### config.mk
export PLATFORM = sky130hd
export DESIGN_NAME = bump_ctrl
export DESIGN_NICKNAME = d
export VERILOG_FILES = /design/src/rtl/bump_pkg.sv /design/src/rtl/bump_ctrl.sv
export SDC_FILE = /design/constraint.sdc
export NUM_CORES = 1
export LEC_CHECK = 0
export BUFFER_PORTS_ARGS = -buffer_cell sky130_fd_sc_hd__buf_2
export CORE_AREA = 4 4 41 43
export CTS_BUF_LIST = sky130_fd_sc_hd__clkbuf_8
export DETAILED_ROUTE_END_ITERATION = 6
export DIE_AREA = 0 0 45 47
export GPL_TIMING_DRIVEN = 0
export PLACE_DENSITY = 0.49
export SLEW_MARGIN = 20
export SYNTH_ARGS = -nofsm -noshare
export SYNTH_HDL_FRONTEND = slang
export SYNTH_SLANG_ARGS = --single-unit
### constraint.sdc
create_clock -name i_clk -period 1.6 [get_ports i_clk]
set_clock_uncertainty 0.2 [all_clocks]
set_input_delay 0.24 -clock i_clk [delete_from_list [all_inputs] [get_ports i_clk]]
set_output_delay 0.24 -clock i_clk [all_outputs]
set_load 0.05 [all_outputs]
### src/rtl/bump_pkg.sv
// ============================================================================
// bump_pkg
// Shared widths, controller states and the command/status bundles of the
// bottom-up merge pass block.
// ============================================================================
package bump_pkg;

    localparam int MAX_ITEMS_DEF = 64;
    localparam int DATA_W        = 32;
    localparam int LEN_W         = 7;

    typedef enum logic [2:0] {
        S_LOAD,
        S_RUN,
        S_RD,
        S_WR,
        S_EMIT_RD,
        S_EMIT_OUT
    } t_state;

    // controller -> datapath
    typedef struct packed {
        logic load;       // store an accepted request
        logic start;      // begin the pass at index 0
        logic run_setup;  // compute bounds of the next run pair
        logic rd;         // read both run heads
        logic wr;         // write one merged element
        logic emit_init;  // rewind the output index
        logic emit_rd;    // read one merged element
        logic emit_next;  // output taken, advance
    } t_cmd;

    // datapath -> controller
    typedef struct packed {
        logic run_end;    // element being written closes the run pair
        logic pass_end;   // current run pair is the last one
        logic emit_last;  // element on the output is the final one
    } t_sts;

endpackage

### src/rtl/bump_ctrl.sv
// ============================================================================
// bump_ctrl
// Sequencer of the merge pass: load, merge run pairs, emit.
// ============================================================================
module bump_ctrl (
    input  logic            i_clk,
    input  logic            i_rst_n,
    input  logic            i_in_valid,
    input  logic            i_in_last,
    input  logic            i_out_ready,
    input  bump_pkg::t_sts  i_sts,
    output bump_pkg::t_cmd  o_cmd,
    output logic            o_in_ready,
    output logic            o_out_valid
);

    bump_pkg::t_state r_state;
    bump_pkg::t_state n_state;

    always_ff @(posedge i_clk) begin
        if (!i_rst_n) begin
            r_state <= bump_pkg::S_LOAD;
        end else begin
            r_state <= n_state;
        end
    end

    always_comb begin
        n_state = r_state;
        unique case (r_state)
            bump_pkg::S_LOAD: begin
                if (i_in_valid && i_in_last) begin
                    n_state = bump_pkg::S_RUN;
                end
            end
            bump_pkg::S_RUN: begin
                n_state = bump_pkg::S_RD;
            end
            bump_pkg::S_RD: begin
                n_state = bump_pkg::S_WR;
            end
            bump_pkg::S_WR: begin
                priority if (i_sts.run_end && i_sts.pass_end) begin
                    n_state = bump_pkg::S_EMIT_RD;
                end else if (i_sts.run_end) begin
                    n_state = bump_pkg::S_RUN;
                end else begin
                    n_state = bump_pkg::S_RD;
                end
            end
            bump_pkg::S_EMIT_RD: begin
                n_state = bump_pkg::S_EMIT_OUT;
            end
            bump_pkg::S_EMIT_OUT: begin
                if (i_out_ready) begin
                    n_state = i_sts.emit_last ? bump_pkg::S_LOAD : bump_pkg::S_EMIT_RD;
                end
            end
            default: begin
                n_state = bump_pkg::S_LOAD;
            end
        endcase
    end

    always_comb begin
        o_cmd       = '0;
        o_in_ready  = 1'b0;
        o_out_valid = 1'b0;
        unique case (r_state)
            bump_pkg::S_LOAD: begin
                o_in_ready   = 1'b1;
                o_cmd.load   = i_in_valid;
                o_cmd.start  = i_in_valid && i_in_last;
            end
            bump_pkg::S_RUN: begin
                o_cmd.run_setup = 1'b1;
            end
            bump_pkg::S_RD: begin
                o_cmd.rd = 1'b1;
            end
            bump_pkg::S_WR: begin
                o_cmd.wr        = 1'b1;
                o_cmd.emit_init = i_sts.run_end && i_sts.pass_end;
            end
            bump_pkg::S_EMIT_RD: begin
                o_cmd.emit_rd = 1'b1;
            end
            bump_pkg::S_EMIT_OUT: begin
                o_out_valid     = 1'b1;
                o_cmd.emit_next = i_out_ready;
            end
            default: begin
                o_cmd = '0;
            end
        endcase
    end

endmodule

==> results.tsv <==
stage	metric	value	unit
cts	cts_hold_buffers	0	
yosys	ys_ff_latch	3	
die	die_w	45	microns
flow_run	cap_violations	0	
cts	cts.sink_count	3	
power	p_comb_share	43.5	%
power	clkPwrFrac	40.2	%
die	initial_core_util	20.38	%
cts	htree_levels	1	
layout	diodes	0	
timing	tightest_slew	0.2468	ns
die	core_area	1301	sq um
timing	max_freq	609.7	MHz
placement	gp_congestion	0.7218	
worst_setup_path	cp.required	1.16	ns
yosys	ys_types	20	
power	ir_worst_vdd	0.0004155	V
global_route	antenna_found_initial	0	
yosys	ys.warnings.count	0	
yosys	syn-cell-area	265.3	sq um
die	dieArea	2115	sq um
layout	final_core_util	38.94	%
yosys	yosysSeqAreaShare	22.64	%
yosys	synth_ff_type	dfxtp_1	
timing	finalHoldViolCount	0	
timing	max_slew_margin	83.66	%
cts	cts_root_buf	clkbuf_8	
power	leakage	0.0002275	uW
power	p_sw_share	36.14	%
worst_setup_path	cp-end-kind	primary output	
yosys	synth_edf_count	0	
worst_setup_path	crit_fanout	5	
cts	cts_tree	built	
yosys	syn_area_per_cell	9.147	sq um
worst_setup_path	arrival	1.20	ns
cts	worstSkewPairLatency	0.22	ns
routing	post_drt_wl_per_cell	11.03	microns
layout	largest_registers	r_state x3	
routing	final_antenna_net_count	0	
timing	setup_ws	-0.04025	ns
power	power.density	1052	nW/um^2
timing	finalSetupViolCount	2	
power	p_switching	192.6	uW
cts	numCtsBuffers	3	
routing	drt-initial-drc-count	0	
timing	slew_viol_final	0	
power	intPower	340.3	uW
routing	vias	305	
hold_path	hp-class	in -> reg	
worst_setup_path	crit_start	r_state[2]	
yosys	syn_nets	37	
run_status	violations	setup timing	
routing	drtPass1Iterations	1	
global_route	grt_pass1_wl	1.152	mm
worst_setup_path	start_kind	flip-flop	
global_route	grt_pass1_vias	288	
hold_path	holdCritStartpoint	i_rst_n	
timing	period_needed	1.640	ns
cts	clk_pin_slew	0.03	ns
routing	drc	0	
routing	viasPerCell	4.552	
placement	portBuffers	17	
die	die-height	47	microns
worst_setup_path	r2r-start	r_state[0]	
run_status	status	complete, but fails checks	
global_route	track_usage	8.617	%
global_route	grt_overflow_total	0	
power	power_frac_seq	16.3	%
layout	fin_nets	61	
layout	drive_gt1_share	75.00	%
layout	area_delta_synth_final	91.04	%
timing	timing.final.crit_share	102.5	%
timing	rsz0062_at_grt	true	
die	pin_count	18	
yosys	synthArstFlopShare	0	%
layout	regMostFlops	r_state	
cts	clockBufferDepth	2	
die	fp-row-count	13	
layout	largest_reg_flops	3	
yosys	syn_inst	29	
global_route	grt_max_degree	11	
worst_setup_path	crit_type	reg -> out	
timing	hold_slack	0.05286	ns
routing	wirelength	739	microns
-- cells in the mapped netlist, types with 2 or more instances --
cell	instances	area share (%)
buf_6	3	13
dfxtp_1	3	23
nor3b_1	3	8.5
a31oi_1	2	4.7
and2_1	2	4.7
and3_1	2	4.7
-- per-stage QoR --
step	setup TNS (ns)	power (uW)	worst slack [ns]	instances	area [sq um]
3_5_place_dp	0	293.3	0.07389	61	399.1
3_3_place_gp	0	293.3	0.08218	61	399.1
5_1_grt	-0.4206	569.9	-0.1142	67	506.7
6_report	-0.05321	532.9	-0.04025	67	506.7
4_1_cts	-0.06170	533.9	-0.05029	66	483.0
2_1_floorplan	-0.6842	253.7	-0.3099	29	295.3
-- final timing paths --
kind	to	slack (ns)	cells past startpoint
max	o_cmd[6]	-0.04	4
min	r_state[2]	0.05	2
max reg2reg	r_state[0]	0.43	4
min reg2reg	r_state[1]	0.42	2
-- cell families (layout without fill, tap and decap cells) --
group	Yosys count	in the layout	synth area share [%]
and+or+nand+nor	15	15	43.86
AOI/OAI and AO/OA	7	7	19.34
buffers and inverters	4	27	14.15
DFF	3	3	22.64
-- final cells by class --
cell class                 count  area [sq um]
fill                         145         794.5
multi-input combinational     22         197.7
timing repair buffer          19         146.4
sequential                     3         61.31
clock buffer                   3         41.29
buffer                         3         33.78
tap                           15         18.77
clock inverter                 1         3.754
inverter                       1         3.754
-- worst max-delay path: stages, from the launching register on --
cell	delay, ns
dfxtp_2	0.31
buf_6	0.13
nor3_4	0.19
and3_4	0.21
buf_8	0.14
-- layer usage --
metal / vias to the layer above / track usage, % / part of all wire (%)
li1: 151 / - / -
met1: 132 / 8.656 / 40
met2: 18 / 11.02 / 43
met3: 4 / 3.065 / 11
met4: 0 / 14.04 / 6.1
met5: - / 0 / 0
-- repair_timing --
item                                    in CTS  in global routing
endpoints found under the setup margin       7                 10
setup buffers                                1                  0
endpoints found under the hold margin        0                  0
pin swaps                                    4                  1
cloned                                       0                  1
gates resized for setup                     10                  9
-- power by group through the flow --
stage / clock network, uW / logic, uW / registers, uW
2_1_floorplan: 0 / 166 / 87.2
3_5_place_dp: 0 / 206 / 87.7
6_report: 214 / 232 / 86.8
4_1_cts: 220 / 227 / 86.7
5_1_grt: 235 / 248 / 87.4
3_3_place_gp: 0 / 206 / 87.4
-- cells in the final DEF (no fill, tap or decap), types with 2 or more instances in the layout --
cell      count
buf_4         3
buf_6         6
clkbuf_4      2
nor3_2        2
dfxtp_1       2
clkbuf_8      3
buf_2         9
a31oi_1       2
buf_8         2
nor3b_2       3
Power figures use the tool's default switching activity.
